===== config.mk =====
export PLATFORM = sky130hd
export DESIGN_NAME = circular_queue_with_search
export DESIGN_NICKNAME = d
export VERILOG_FILES = /design/src/hw/rtl/cqs_pkg.sv /design/src/hw/rtl/cqs_store.sv /design/src/hw/rtl/circular_queue_with_search.sv
export SDC_FILE = /design/constraint.sdc
export NUM_CORES = 1
export LEC_CHECK = 0
export BUFFER_PORTS_ARGS = -buffer_cell sky130_fd_sc_hd__buf_2
export CELL_PAD_IN_SITES_DETAIL_PLACEMENT = 2
export CELL_PAD_IN_SITES_GLOBAL_PLACEMENT = 2
export CORE_MARGIN = 4
export CORE_UTILIZATION = 52
export DETAILED_ROUTE_END_ITERATION = 16
export GPL_TIMING_DRIVEN = 0
export PLACE_DENSITY = 0.86
export SYNTH_ARGS = -nofsm -noshare
export SYNTH_HDL_FRONTEND = slang
export SYNTH_SLANG_ARGS = --single-unit
export TNS_END_PERCENT = 30

===== constraint.sdc =====
create_clock -name clock -period 7.45 [get_ports clock]
set_input_delay 0.745 -clock clock [delete_from_list [all_inputs] [get_ports clock]]
set_output_delay 0.745 -clock clock [all_outputs]
set_load 0.005 [all_outputs]

===== src/hw/rtl/cqs_pkg.sv =====
// Shared types and codes for the circular queue with search.
package cqs_pkg;

   localparam int WORD_W   = 32;
   localparam int KIND_W   = 2;
   localparam int STATUS_W = 3;

   typedef enum logic [KIND_W-1:0] {
      REQ_ENQ    = 2'd0,
      REQ_DEQ    = 2'd1,
      REQ_SEARCH = 2'd2,
      REQ_DUMP   = 2'd3
   } req_kind_type;

   typedef enum logic [STATUS_W-1:0] {
      ST_OK       = 3'd0,
      ST_FULL     = 3'd1,
      ST_EMPTY    = 3'd2,
      ST_FOUND    = 3'd3,
      ST_NOTFOUND = 3'd4
   } status_type;

   typedef enum logic [1:0] {
      FSM_IDLE,
      FSM_DEQ,
      FSM_SCAN,
      FSM_DUMP
   } fsm_type;

endpackage


===== src/hw/rtl/cqs_store.sv =====
// Slot memory: one write port, one read port with registered data.
module cqs_store #(
   parameter int DEPTH = 16
) (
   input  logic                            clock,
   input  logic                            wr_en,
   input  logic [$clog2(DEPTH)-1:0]        wr_addr,
   input  logic signed [cqs_pkg::WORD_W-1:0] wr_data,
   input  logic                            rd_en,
   input  logic [$clog2(DEPTH)-1:0]        rd_addr,
   output logic signed [cqs_pkg::WORD_W-1:0] rd_data
);

   logic signed [cqs_pkg::WORD_W-1:0] mem_ff [DEPTH];
   logic signed [cqs_pkg::WORD_W-1:0] rd_data_ff;

   always_ff @(posedge clock) begin
      if (wr_en) begin
         mem_ff[wr_addr] <= wr_data;
      end
   end

   always_ff @(posedge clock) begin
      if (rd_en) begin
         rd_data_ff <= mem_ff[rd_addr];
      end
   end

   assign rd_data = rd_data_ff;

endmodule


===== src/hw/rtl/circular_queue_with_search.sv =====
// Ring-buffer FIFO of signed words, search and dump; one slot read per cycle unless dump stalls.
//
//   channel | direction | ports
//   --------+-----------+-----------------------------------------------
//   req     | in        | req_valid, req_ready, req_type, req_value
//   rsp     | out       | rsp_valid, rsp_ready, rsp_status, rsp_data, rsp_last
//
// Enqueue, full and empty answer from idle; dequeue goes via FSM_DEQ (registered slot read).
// Search does one compare per slot read from the memory port, until a hit or the last slot.
// Dump returns one beat per occupied slot; each beat waits on rsp_ready.
// Synchronous reset empties the queue; slot contents are not cleared.
// req_ready is high only when the sequencer is idle and the output register is free.
module circular_queue_with_search #(
   parameter int DEPTH = 16
) (
   input  logic                              clock,
   input  logic                              reset,
   input  logic                              req_valid,
   output logic                              req_ready,
   input  logic [cqs_pkg::KIND_W-1:0]        req_type,
   input  logic signed [cqs_pkg::WORD_W-1:0] req_value,
   output logic                              rsp_valid,
   input  logic                              rsp_ready,
   output logic [cqs_pkg::STATUS_W-1:0]      rsp_status,
   output logic signed [cqs_pkg::WORD_W-1:0] rsp_data,
   output logic                              rsp_last
);

   localparam int PTR_W = $clog2(DEPTH);
   localparam int CNT_W = $clog2(DEPTH + 1);
   localparam logic [PTR_W-1:0] PTR_LAST = PTR_W'(DEPTH - 1);
   localparam logic [CNT_W-1:0] CNT_FULL = CNT_W'(DEPTH);
   localparam logic [CNT_W-1:0] CNT_ONE  = CNT_W'(1);

   function automatic logic [PTR_W-1:0] wrap_inc(input logic [PTR_W-1:0] p);
      return (p == PTR_LAST) ? '0 : p + PTR_W'(1);
   endfunction

   cqs_pkg::fsm_type state_ff, state_in;
   logic [PTR_W-1:0] head_ff, head_in;
   logic [PTR_W-1:0] tail_ff, tail_in;
   logic [CNT_W-1:0] occ_ff, occ_in;
   logic [PTR_W-1:0] idx_ff, idx_in;
   logic [CNT_W-1:0] cnt_ff, cnt_in;
   logic signed [cqs_pkg::WORD_W-1:0] key_ff, key_in;

   logic                               rsp_valid_ff, rsp_valid_in;
   cqs_pkg::status_type                rsp_status_ff, rsp_status_in;
   logic signed [cqs_pkg::WORD_W-1:0]  rsp_data_ff, rsp_data_in;
   logic                               rsp_last_ff, rsp_last_in;
   logic                               rsp_load;

   logic                               out_free;
   logic                               req_fire;
   logic                               is_empty;
   logic                               is_full;
   logic                               hit;
   logic                               cnt_last;
   cqs_pkg::req_kind_type              kind;

   logic                               wr_en;
   logic                               rd_en;
   logic [PTR_W-1:0]                   rd_addr;
   logic signed [cqs_pkg::WORD_W-1:0]  rd_data;

   cqs_store #(.DEPTH(DEPTH)) u_store (
      .clock   (clock),
      .wr_en   (wr_en),
      .wr_addr (tail_ff),
      .wr_data (req_value),
      .rd_en   (rd_en),
      .rd_addr (rd_addr),
      .rd_data (rd_data)
   );

   assign out_free = !rsp_valid_ff || rsp_ready;
   assign req_fire = req_valid && req_ready;
   assign kind     = cqs_pkg::req_kind_type'(req_type);
   assign is_empty = (occ_ff == '0);
   assign is_full  = (occ_ff == CNT_FULL);
   assign hit      = (rd_data == key_ff);
   assign cnt_last = (cnt_ff == CNT_ONE);

   // next state
   always_comb begin
      state_in = state_ff;
      unique case (state_ff)
         cqs_pkg::FSM_IDLE: begin
            if (req_fire && !is_empty) begin
               unique case (kind)
                  cqs_pkg::REQ_ENQ:    state_in = cqs_pkg::FSM_IDLE;
                  cqs_pkg::REQ_DEQ:    state_in = cqs_pkg::FSM_DEQ;
                  cqs_pkg::REQ_SEARCH: state_in = cqs_pkg::FSM_SCAN;
                  cqs_pkg::REQ_DUMP:   state_in = cqs_pkg::FSM_DUMP;
               endcase
            end
         end
         cqs_pkg::FSM_DEQ: begin
            state_in = cqs_pkg::FSM_IDLE;
         end
         cqs_pkg::FSM_SCAN: begin
            if (hit || cnt_last) begin
               state_in = cqs_pkg::FSM_IDLE;
            end
         end
         cqs_pkg::FSM_DUMP: begin
            if (out_free && cnt_last) begin
               state_in = cqs_pkg::FSM_IDLE;
            end
         end
      endcase
   end

   // datapath control
   always_comb begin
      req_ready     = 1'b0;
      head_in       = head_ff;
      tail_in       = tail_ff;
      occ_in        = occ_ff;
      idx_in        = idx_ff;
      cnt_in        = cnt_ff;
      key_in        = key_ff;
      wr_en         = 1'b0;
      rd_en         = 1'b1;
      rd_addr       = idx_ff;
      rsp_load      = 1'b0;
      rsp_status_in = cqs_pkg::ST_OK;
      rsp_data_in   = '0;
      rsp_last_in   = 1'b1;

      unique case (state_ff)
         cqs_pkg::FSM_IDLE: begin
            req_ready = out_free;
            rd_addr   = head_ff;
            if (req_fire) begin
               if (kind == cqs_pkg::REQ_ENQ) begin
                  rsp_load = 1'b1;
                  if (is_full) begin
                     rsp_status_in = cqs_pkg::ST_FULL;
                  end else begin
                     wr_en   = 1'b1;
                     tail_in = wrap_inc(tail_ff);
                     occ_in  = occ_ff + CNT_ONE;
                  end
               end else if (is_empty) begin
                  rsp_load      = 1'b1;
                  rsp_status_in = cqs_pkg::ST_EMPTY;
               end else begin
                  // head slot is fetched now; walk continues from the next one
                  idx_in = wrap_inc(head_ff);
                  cnt_in = occ_ff;
                  key_in = req_value;
                  if (kind == cqs_pkg::REQ_DEQ) begin
                     head_in = wrap_inc(head_ff);
                     occ_in  = occ_ff - CNT_ONE;
                  end
               end
            end
         end
         cqs_pkg::FSM_DEQ: begin
            rsp_load    = 1'b1;
            rsp_data_in = rd_data;
         end
         cqs_pkg::FSM_SCAN: begin
            if (hit) begin
               rsp_load      = 1'b1;
               rsp_status_in = cqs_pkg::ST_FOUND;
            end else if (cnt_last) begin
               rsp_load      = 1'b1;
               rsp_status_in = cqs_pkg::ST_NOTFOUND;
            end else begin
               idx_in = wrap_inc(idx_ff);
               cnt_in = cnt_ff - CNT_ONE;
            end
         end
         cqs_pkg::FSM_DUMP: begin
            // read data register holds while the output beat is stalled
            rd_en = out_free;
            if (out_free) begin
               rsp_load    = 1'b1;
               rsp_data_in = rd_data;
               rsp_last_in = cnt_last;
               idx_in      = wrap_inc(idx_ff);
               cnt_in      = cnt_ff - CNT_ONE;
            end
         end
      endcase

      if (rsp_load) begin
         rsp_valid_in = 1'b1;
      end else if (rsp_ready) begin
         rsp_valid_in = 1'b0;
      end else begin
         rsp_valid_in = rsp_valid_ff;
      end
   end

   always_ff @(posedge clock) begin
      if (reset) begin
         state_ff     <= cqs_pkg::FSM_IDLE;
         head_ff      <= '0;
         tail_ff      <= '0;
         occ_ff       <= '0;
         idx_ff       <= '0;
         cnt_ff       <= '0;
         rsp_valid_ff <= 1'b0;
      end else begin
         state_ff     <= state_in;
         head_ff      <= head_in;
         tail_ff      <= tail_in;
         occ_ff       <= occ_in;
         idx_ff       <= idx_in;
         cnt_ff       <= cnt_in;
         rsp_valid_ff <= rsp_valid_in;
      end
   end

   always_ff @(posedge clock) begin
      key_ff <= key_in;
      if (rsp_load) begin
         rsp_status_ff <= rsp_status_in;
         rsp_data_ff   <= rsp_data_in;
         rsp_last_ff   <= rsp_last_in;
      end
   end

   assign rsp_valid  = rsp_valid_ff;
   assign rsp_status = cqs_pkg::STATUS_W'(rsp_status_ff);
   assign rsp_data   = rsp_data_ff;
   assign rsp_last   = rsp_last_ff;

endmodule


==> results of run 1 <==
## metal layers
metal	vias to the layer above	wire length (um)	global-route usage, %
met4	6	4962	16.87
met5	-	46	0
met1	7839	33870	47.05
met3	280	8035	8.540
met2	1081	47180	62.62
li1	5448	-	-
## Yosys cell counts, types with 12 or more instances
library cell,n,share of area [%]
edfxtp_1,612,74
mux4_2,128,12
nand2_1,80,1.2
and2_1,61,1.5
a31oi_1,39,0.99
a211oi_1,37,1.1
nor2_1,37,0.56
xor2_1,35,1.2
clkbuf_1,34,0.52
dfxtp_1,25,2.0
buf_2,14,0.28
inv_1,12,0.18
mux2i_1,12,0.49
## final cells by class
class	count	area share [%]
multi-input combinational	546	19.85
inverter	12	0.1578
timing repair buffer	107	3.200
clock inverter	25	0.5129
tap	607	2.661
sequential	637	66.14
antenna	3	0.02630
buffer	61	1.048
clock buffer	88	6.405
## logic make-up after synthesis
| group | after synthesis | share of synthesized area, % |
|---|---|---|
| flops | 637 | 76.23 |
| simple gates | 230 | 4.633 |
| mux | 141 | 12.17 |
| compound gates | 122 | 3.491 |
| buf+inv | 73 | 1.389 |
| xor+xnor | 41 | 1.450 |
| fa+ha+maj | 12 | 0.6366 |
## state kept, by name, summed over array words and instances, names as in the netlist
register         cells
u_store.mem_ff     512
rsp_data            32
occ_ff               5
u_store.rd_data     32
state_ff             2
idx_ff               4
rsp_valid            1
rsp_last             1
key_ff              32
rsp_status           3
cnt_ff               5
head_ff              4
tail_ff              4
## worst max-delay path, delay by kind of cell, from the launching register on
family	cells	cell delay, ns
compound gates	1	0.20
xor+xnor	1	0.27
simple gates	4	2.88
flops	1	0.44
buf+inv	2	0.56
## power groups by stage
stage / logic (W) / clock network (W) / registers (W)
floorplan: 0.000529 / 0 / 0.00423
global placement: 0.000823 / 0 / 0.00425
detailed placement: 0.000955 / 0 / 0.00427
CTS: 0.00100 / 0.00326 / 0.00421
global route: 0.00105 / 0.00343 / 0.00422
finish: 0.00101 / 0.00326 / 0.00421
## metrics by stage
step	std cells	setup WS [ns]	total power (W)	hold slack [ns]
final	2086	2.738	0.008483	0.4660
after global routing	2083	2.728	0.008694	0.4651
after floorplan	1256	3.079	0.004761	0.4616
after global placement	1937	-0.2175	0.005069	0.4868
after detailed placement	1969	2.740	0.005226	0.5282
after CTS	2082	2.657	0.008467	0.4399
## worst paths after layout
check	slack, ns	to
setup / recovery	2.74	rsp_data[7]
hold / removal	0.47	state_ff[0]
setup reg to reg	2.74	rsp_data[7]
hold reg to reg	0.59	cnt_ff[1]
==> summary.txt, run 1 <==
Status = finished, final reports clean
Initial drt markers = 1905
Final hold violations = 0
Max Clock Freq = 212.2 MHz
Layout cells sized above 1 = 25.07%
Int Power = 0.006224 W
Worst R2R Start = u_store.rd_data[17]
CTS Hold Bufs = 0
Largest net degree at the start of global routing = 27
Initial core utilization = 52.86%
Vert. Die Dim = 226.2 um
RSZ-0062 raised after global routing = no
Critical path data arrival time = 4.98 ns
Net switching fraction of the power = 26.62%
Core area = 46850 um^2
Startpoint Class = register
TNS Setup = 0 ns
Root buf cell = clkbuf_16
HP Start = req_type[0]
CTS tree = yes
CP cell instances = xor2_1 > nor4_1 > nand4_1 > nor2_1 > o21ai_1 > nand3b_1 > buf_8 > buf_8
Most frequent CP cell = buf_8
# H-tree levels = 3
Most frequent cells in the layout = edfxtp_1, mux4_2, buf_2
WL final = 94100 um
# setup viols final = 0
Synthesized cell area = 24770 um^2
Hpwl dp = 56690 um
Hold Crit Class = input port to register
Gate Count Post-Synth = 1256
Crit-path max cell delay = 0.82 ns
Routability Congestion = 0.7720
Kind of critical path = register to register
Synth unique cells = 53
Setup bufs post-CTS = 0
Syn. warnings = 0
Async SR Flop Fraction = 0%
Post-CTS Resized = 0
Power density over cell area = 297.2 nW/um^2
Static Leak = 9.469 nW
Rel. slew slack = 18.03%
Buffers added on ports = 74
All-Layer GR Usage = 37.39%
Count of state elements after synthesis = 637
CTS Sinks = 637
P_sw = 0.002258 W
Initial antenna violation count = 5
Tmin final = 4.712 ns
Syn nets = 1306
Die Wd = 226.2 um
Commonest non-fill, non-tap cell in the layout = edfxtp_1
Rows = 79
Cts bufs inserted = 68
Area of the multi-input gates = 5665 um^2
Maximum net fanout on the critical path = 15
Post-layout instance area = 28540 um^2
Worst Setup SP = u_store.rd_data[17]
Clock-pin slew on the worst setup and hold paths = 0.07 ns
Post-layout net count = 1483
DRC Markers = 0
Layout Skew = 0.04688 ns
Fillers = 3679
Maximum buffer depth of the clock tree = 3
Register share of total power = 49.7%
Maximum vdd drop = 202.3 uV
Combinational Power Share = 11.9%
Routed wire per std cell = 45.11 um
Worst-Margin Slew = 1.195 ns
Total gr overflow = 0
Slowest-stage cell, CP = nor4_1
CP required = 7.72 ns
R2R cell count = 8
Vias per std cell = 7.025
Area Overhead vs Synth = 15.25%
Global-route wire length before repair = 131100 um
ANT nets after route = 0
Hold path depth = 3
Period utilization = 63.25%
Reg area = 18880 um^2
Total number of vias = 14650
Syn_area_per_cell = 19.72 um^2
Sequential share of the synthesized area = 76.23%
Skew-Pair Late Insertion Delay = 0.62 ns
Placed Instance Area = 26550 um^2
Synth Flop Type = edfxtp_1
Fin util = 60.92%
Max Cap Viol = 0
Clock network power share = 38.4%
Slew Limit Fails = 0
Number of synthesized flops with an enable pin = 612
Vias in the first global route = 15720
Top-Level Pins = 76
Total die area = 51180 um^2
Drt first pass iters = 5
Crit end category = register
Note: power is estimated with default switching activity, not from simulation.
==> run 2, diff against run 1 <==
--- a/config.mk
+++ b/config.mk
@@ -9,10 +9,10 @@
 export CELL_PAD_IN_SITES_DETAIL_PLACEMENT = 2
 export CELL_PAD_IN_SITES_GLOBAL_PLACEMENT = 2
 export CORE_MARGIN = 4
-export CORE_UTILIZATION = 52
+export CORE_UTILIZATION = 44
 export DETAILED_ROUTE_END_ITERATION = 16
 export GPL_TIMING_DRIVEN = 0
-export PLACE_DENSITY = 0.86
+export PLACE_DENSITY = 0.78
 export SYNTH_ARGS = -nofsm -noshare
 export SYNTH_HDL_FRONTEND = slang
 export SYNTH_SLANG_ARGS = --single-unit
==> constraint.sdc (replaced) <==
create_clock -name clock -period 4.3 [get_ports clock]
set_input_delay 0.43 -clock clock [delete_from_list [all_inputs] [get_ports clock]]
set_output_delay 0.43 -clock clock [all_outputs]
set_load 0.005 [all_outputs]
==> run 2 against run 1 <==
Compared with the run above:
- sequential share of layout area decreased by 1.1 points
- clock-buffer cell count decreased by 6
- sequential power increased by 72%
- critical path depth unchanged
==> summary.txt, run 2 (synthesis results as in run 1) <==
Startpoint Class = register
Global-route wire length before repair = 114200 um (-13%)
Vias in the first global route = 14890 (-5.3%)
Hpwl dp = 51660 um (-8.9%)
Maximum net fanout on the critical path = 13 (-2)
Area Overhead vs Synth = 17.21%
Layout cells sized above 1 = 25.96% (+0.89 points)
# H-tree levels = 3 (unchanged)
Post-CTS Resized = 0 (unchanged)
All-Layer GR Usage = 26.88% (-11 points)
Most frequent cells in the layout = edfxtp_1, mux4_2, buf_2
Rows = 86 (+8.9%)
TNS Setup = 0 ns (unchanged)
RSZ-0062 raised after global routing = no
WL final = 80160 um (-15%)
Initial drt markers = 1543 (-19%)
CP cell instances = xor2_1 > nor4_1 > nand4_1 > nor2_1 > o21ai_1 > nand3b_1 > buf_8 > buf_8
Dpl cells = 2111 (+7.2%)
ANT nets after route = 0 (unchanged)
Metal-1 WL = 32350 um (-4.5%)
Crit-path max cell delay = 0.74 ns (-0.08 ns)
Final hold violations = 0 (unchanged)
Root buf cell = clkbuf_16
Vert. Die Dim = 245.2 um (+8.4%)
Tmin final = 3.654 ns (-1.058 ns)
Period utilization = 84.97% (+22 points)
Layout Skew = 0.03024 ns (-0.01664 ns)
Maximum vdd drop = 481.6 uV (+140%)
# setup viols final = 0 (unchanged)
Status = finished, final reports clean
Hold path depth = 3 (unchanged)
Top routing layer in use = met5
WHS Endpoint = state_ff[0]
Skew-Pair Late Insertion Delay = 0.62 ns (about the same)
Kind of critical path = register to register
R2R cell count = 8 (unchanged)
Fillers = 4786 (+30%)
Fin util = 52.38% (-8.5 points)
Largest net degree at the start of global routing = 26 (-3.7%)
Clock-pin slew on the worst setup and hold paths = 0.06 ns (about the same)
Crit end category = register
Top reg by flops = u_store.mem_ff
CTS tree = yes
Total gr overflow = 0 (unchanged)
Routed wl met2 = 40300 um (-15%)
HP Start = req_type[0]
Cts bufs inserted = 69 (+1.5%)
DRC Markers = 0 (unchanged)
Buffers added on ports = 74 (unchanged)
Power density over cell area = 518.0 nW/um^2 (+74%)
Worst R2R Start = key_ff[22]
Post-layout instance area = 29030 um^2 (+1.7%)
Vias per std cell = 6.167 (-12%)
Most frequent CP cell = buf_8
Hold Crit Class = input port to register
Non-Filler Instances = 2234 (+7.1%)
Max reg flops = 512 (unchanged)
R2R Setup Slk = 0.65 ns (-2.09 ns)
Slowest-stage cell, CP = nor4_1
Critical path data arrival time = 3.96 ns (-1.02 ns)
Initial core utilization = 44.69% (-8.2 points)
Worst r2r dst = rsp_data[21]
Total die area = 60140 um^2 (+18%)
Die Wd = 245.2 um (+8.4%)
Drt first pass iters = 5 (unchanged)
Maximum buffer depth of the clock tree = 3 (unchanged)
Overall power = 0.01504 W (+77%)
Post-layout net count = 1486 (+0.20%)
CP required = 4.60 ns (-3.12 ns)
Commonest non-fill, non-tap cell in the layout = edfxtp_1
Routed wire per std cell = 35.88 um (-20%)
Total number of vias = 13780 (-6.0%)
DR WL met3 = 5251 um (-35%)
Core area = 55420 um^2 (+18%)
Max Cap Viol = 0 (unchanged)
Top-Level Pins = 76 (unchanged)
Static Leak = 9.616 nW (+1.6%)
Slew Limit Fails = 0 (unchanged)
CTS Sinks = 637 (unchanged)
Worst-Margin Slew = 1.409 ns (+0.2133 ns)
Max Clock Freq = 273.7 MHz (+29%)
Initial antenna violation count = 6 (+1)
Routability Congestion = 0.7582 (-1.8%)
Placed Instance Area = 26730 um^2 (+0.68%)
Rel. slew slack = 3.406% (-15 points)
[run 2: layout make-up]
type                            count  area, um^2  share of cell area [%]
Clock buffer                       82        1818                   6.263
Buffer                             61       299.0                   1.030
Tap cell                          748       935.9                   3.224
Clock inverter                     36       450.4                   1.552
Sequential cell                   637       18880                   65.03
Multi-Input combinational cell    546        5669                   19.53
Inverter                           12       45.04                  0.1552
Timing Repair Buffer              109       924.6                   3.185
Antenna cell                        3       7.507                 0.02586
[run 2: through the flow]
| step | hold WS (ns) | setup WS [ns] |
|---|---|---|
| 3_3_place_gp | 0.4858 | -3.069 |
| 4_1_cts | 0.1337 | 0.08701 |
| 5_1_grt | 0.1350 | 0.4455 |
| 2_1_floorplan | 0.4616 | 0.2439 |
| 6_report | 0.1625 | 0.6463 |
| 3_5_place_dp | 0.5028 | 0.1322 |
[run 2: routing by layer]
metal  GRT usage [%]  vias to the layer above
met5               0                        -
li1                -                     5454
met4           7.250                        4
met1           35.76                     7525
met2           45.58                      647
met3           5.407                      148
[run 2: how the worst max path moves through the flow]
| stage | from | end | slack, ns | depth (start not counted) |
|---|---|---|---|---|
| floorplan | rsp_ready | u_store.mem_ff[3][0] | 0.24 | 6 |
| global placement | rsp_ready | u_store.mem_ff[3][20] | -3.07 | 7 |
| detailed placement | u_store.rd_data[25] | rsp_data[19] | 0.13 | 8 |
| CTS | key_ff[25] | rsp_data[21] | 0.09 | 8 |
| global route | key_ff[22] | rsp_data[21] | 0.45 | 8 |
| finish | key_ff[22] | rsp_data[21] | 0.65 | 8 |
[run 2: worst max-delay path: cells and delay by family, from the launching register on]
kind	cells	cell delay (ns)
simple gates	4	2.01
buf+inv	2	0.46
flops	1	0.41
xor+xnor	1	0.28
compound gates	1	0.17
[run 2: power by group]
part	total, W	internal, W	switching (W)	leakage, nW
Sequential	0.00726	0.00709	0.000167	5.79
Clock	0.00616	0.00363	0.00254	1.12
Combinational	0.00161	0.000650	0.000964	2.71
Total	0.0150	0.0114	0.00367	9.62
[run 2: timing repair]
action / in CTS / in global routing
hold buffers: 0 / 0
setup endpoints to repair: 0 / 23
buffers inserted: 0 / 2
==> run 3, diff against run 2 <==
--- a/config.mk
+++ b/config.mk
@@ -9,10 +9,10 @@
 export CELL_PAD_IN_SITES_DETAIL_PLACEMENT = 2
 export CELL_PAD_IN_SITES_GLOBAL_PLACEMENT = 2
 export CORE_MARGIN = 4
-export CORE_UTILIZATION = 44
+export CORE_UTILIZATION = 48
 export DETAILED_ROUTE_END_ITERATION = 16
 export GPL_TIMING_DRIVEN = 0
-export PLACE_DENSITY = 0.78
+export PLACE_DENSITY = 0.8
 export SYNTH_ARGS = -nofsm -noshare
 export SYNTH_HDL_FRONTEND = slang
 export SYNTH_SLANG_ARGS = --single-unit
==> constraint.sdc (replaced) <==
create_clock -name clock -period 3.45 [get_ports clock]
set_input_delay 0.345 -clock clock [delete_from_list [all_inputs] [get_ports clock]]
set_output_delay 0.345 -clock clock [all_outputs]
set_load 0.005 [all_outputs]
==> run 3 against run 2 <==
Compared with the run above:
- fmax rose by 7.8%
- non-clock buffer count fell by 4
- critical endpoint is now rsp_data[14]
- global-route usage grew 2.0 points
- cell count down 3.3%
==> summary.txt, run 3 (synthesis results as in run 1) <==
Startpoint Class = register
Int Power = 0.01348 W (+19%)
Final hold violations = 0 (unchanged)
Kind of critical path = register to register
Commonest non-fill, non-tap cell in the layout = edfxtp_1
Worst-Margin Slew = 1.240 ns (-0.1688 ns)
CP required = 3.76 ns (-0.84 ns)
WL final = 79690 um (-0.58%)
Rows = 82 (-4.7%)
Buffers added on ports = 74 (unchanged)
Fillers = 4204 (-12%)
Power density over cell area = 625.7 nW/um^2 (+21%)
# setup viols final = 0 (unchanged)
Skew-Pair Late Insertion Delay = 0.62 ns (about the same)
RSZ-0062 raised after global routing = yes
Initial core utilization = 48.96% (+4.3 points)
Cts bufs inserted = 69 (unchanged)
Register share of total power = 50.2% (+1.9 points)
Core area = 50580 um^2 (-8.7%)
Initial drt markers = 1588 (+2.9%)
Total number of vias = 13640 (-1.0%)
Crit end category = register
ANT nets after route = 0 (unchanged)
Vias in the first global route = 14980 (+0.61%)
Tmin final = 3.388 ns (-0.2653 ns)
Total gr overflow = 0 (unchanged)
Routability Congestion = 0.7701 (+1.6%)
Status = finished, final reports clean
Drt first pass iters = 5 (unchanged)
Reg area = 18880 um^2 (unchanged)
Area of the multi-input gates = 5694 um^2 (+0.44%)
Clock-pin slew on the worst setup and hold paths = 0.06 ns (about the same)
CTS Sinks = 637 (unchanged)
Layout Skew = 0.01575 ns (-0.01450 ns)
Static Leak = 9.488 nW (-1.3%)
DRC Markers = 0 (unchanged)
Area Overhead vs Synth = 16.04%
Total die area = 55290 um^2 (-8.1%)
Hpwl dp = 51530 um (-0.25%)
Rel. slew slack = 14.98% (+12 points)
Max reg flops = 512 (unchanged)
Placed Instance Area = 26650 um^2 (-0.32%)
Global-route wire length before repair = 114200 um (about the same)
Most frequent cells in the layout = edfxtp_1, mux4_2, buf_2
All-Layer GR Usage = 28.88% (+2.0 points)
Routed wire per std cell = 36.90 um (+2.8%)
Vias per std cell = 6.314 (+2.4%)
Post-layout instance area = 28740 um^2 (-1.0%)
Maximum vdd drop = 449.2 uV (-6.7%)
Period utilization = 98.22% (+13 points)
Hold Crit Class = input port to register
CTS tree = yes
Die Wd = 235.1 um (-4.1%)
Initial antenna violation count = 4 (-2)
# H-tree levels = 3 (unchanged)
Max Clock Freq = 295.1 MHz (+7.8%)
CTS Hold Bufs = 0 (unchanged)
Max Cap Viol = 0 (unchanged)
Combinational Power Share = 11.3% (+0.6 points)
Root buf cell = clkbuf_16
Maximum net fanout on the critical path = 15 (+2)
Top reg by flops = u_store.mem_ff
P_sw = 0.004504 W (+23%)
Slew Limit Fails = 0 (unchanged)
Fin util = 56.81% (+4.4 points)
Largest net degree at the start of global routing = 23 (-12%)
Critical path data arrival time = 3.70 ns (-0.26 ns)
Top-Level Pins = 76 (unchanged)
Vert. Die Dim = 235.1 um (-4.1%)
Post-layout net count = 1482 (-0.27%)
Maximum buffer depth of the clock tree = 3 (unchanged)
Clock network power share = 38.5% (-2.5 points)
Layout cells sized above 1 = 25.29% (-0.68 points)
Net switching fraction of the power = 25.05% (+0.65 points)
run 3: metrics by stage:
stage / TNS, ns / setup slack [ns] / total power (W) / hold slack (ns) / std cells
floorplan: -35.54 / -0.5557 / 0.01028 / 0.4439 / 1256
global placement: -1058.43 / -3.704 / 0.01096 / 0.4883 / 2002
detailed placement: -29.41 / -1.011 / 0.01118 / 0.5074 / 2031
CTS: 0 / 0.09934 / 0.01810 / 0.02827 / 2160
global route: -0.1787 / -0.02225 / 0.01857 / 0.05224 / 2159
finish: 0 / 0.06151 / 0.01798 / 0.05415 / 2160
run 3: per-layer routing:
layer / part of all wire [%] / wire length (um) / track usage, %
met4: 3.5 / 2780 / 10.20
met5: 0.0088 / 7 / 0
met3: 6.6 / 5220 / 6.373
met1: 39 / 31450 / 37.65
met2: 50 / 40240 / 48.44
run 3: layout make-up:
class	instances	share of cell area, %
Antenna cell	1	0.008708
Multi-Input combinational cell	546	19.82
Clock inverter	33	0.5878
Inverter	12	0.1567
Timing Repair Buffer	106	3.235
Clock buffer	93	6.544
Sequential cell	637	65.69
Tap cell	672	2.926
Buffer	60	1.032
run 3: power groups by stage:
stage | clock network (W) | logic [W] | registers (W)
6_report | 0.00692 | 0.00203 | 0.00903
5_1_grt | 0.00736 | 0.00215 | 0.00906
4_1_cts | 0.00703 | 0.00203 | 0.00904
3_5_place_dp | 0 | 0.00199 | 0.00919
3_3_place_gp | 0 | 0.00180 | 0.00917
2_1_floorplan | 0 | 0.00114 | 0.00914
run 3: what timing repair did:
item	4_1_cts	5_1_grt
pin swaps	1	0
resized for setup	2	2
endpoints found under the setup margin	37	24
buffers inserted	3	0
gates cloned	0	0
run 3: path summary, 6_finish.rpt:
kind	start	to	slack [ns]	cells after the start
min reg2reg	cnt_ff[1]	cnt_ff[1]	0.52	2
max	u_store.rd_data[28]	rsp_data[14]	0.06	8
min	req_type[1]	state_ff[1]	0.05	3
max reg2reg	u_store.rd_data[28]	rsp_data[14]	0.06	8
run 3: critical path, cell delays in order (launching register included):
cell      delay (ns)
edfxtp_1        0.47
xor2_1          0.21
nor4_1          0.59
nand4_1         0.47
nor2_1          0.48
o21ai_1         0.20
nand3b_1        0.21
buf_8           0.22
buf_8           0.21
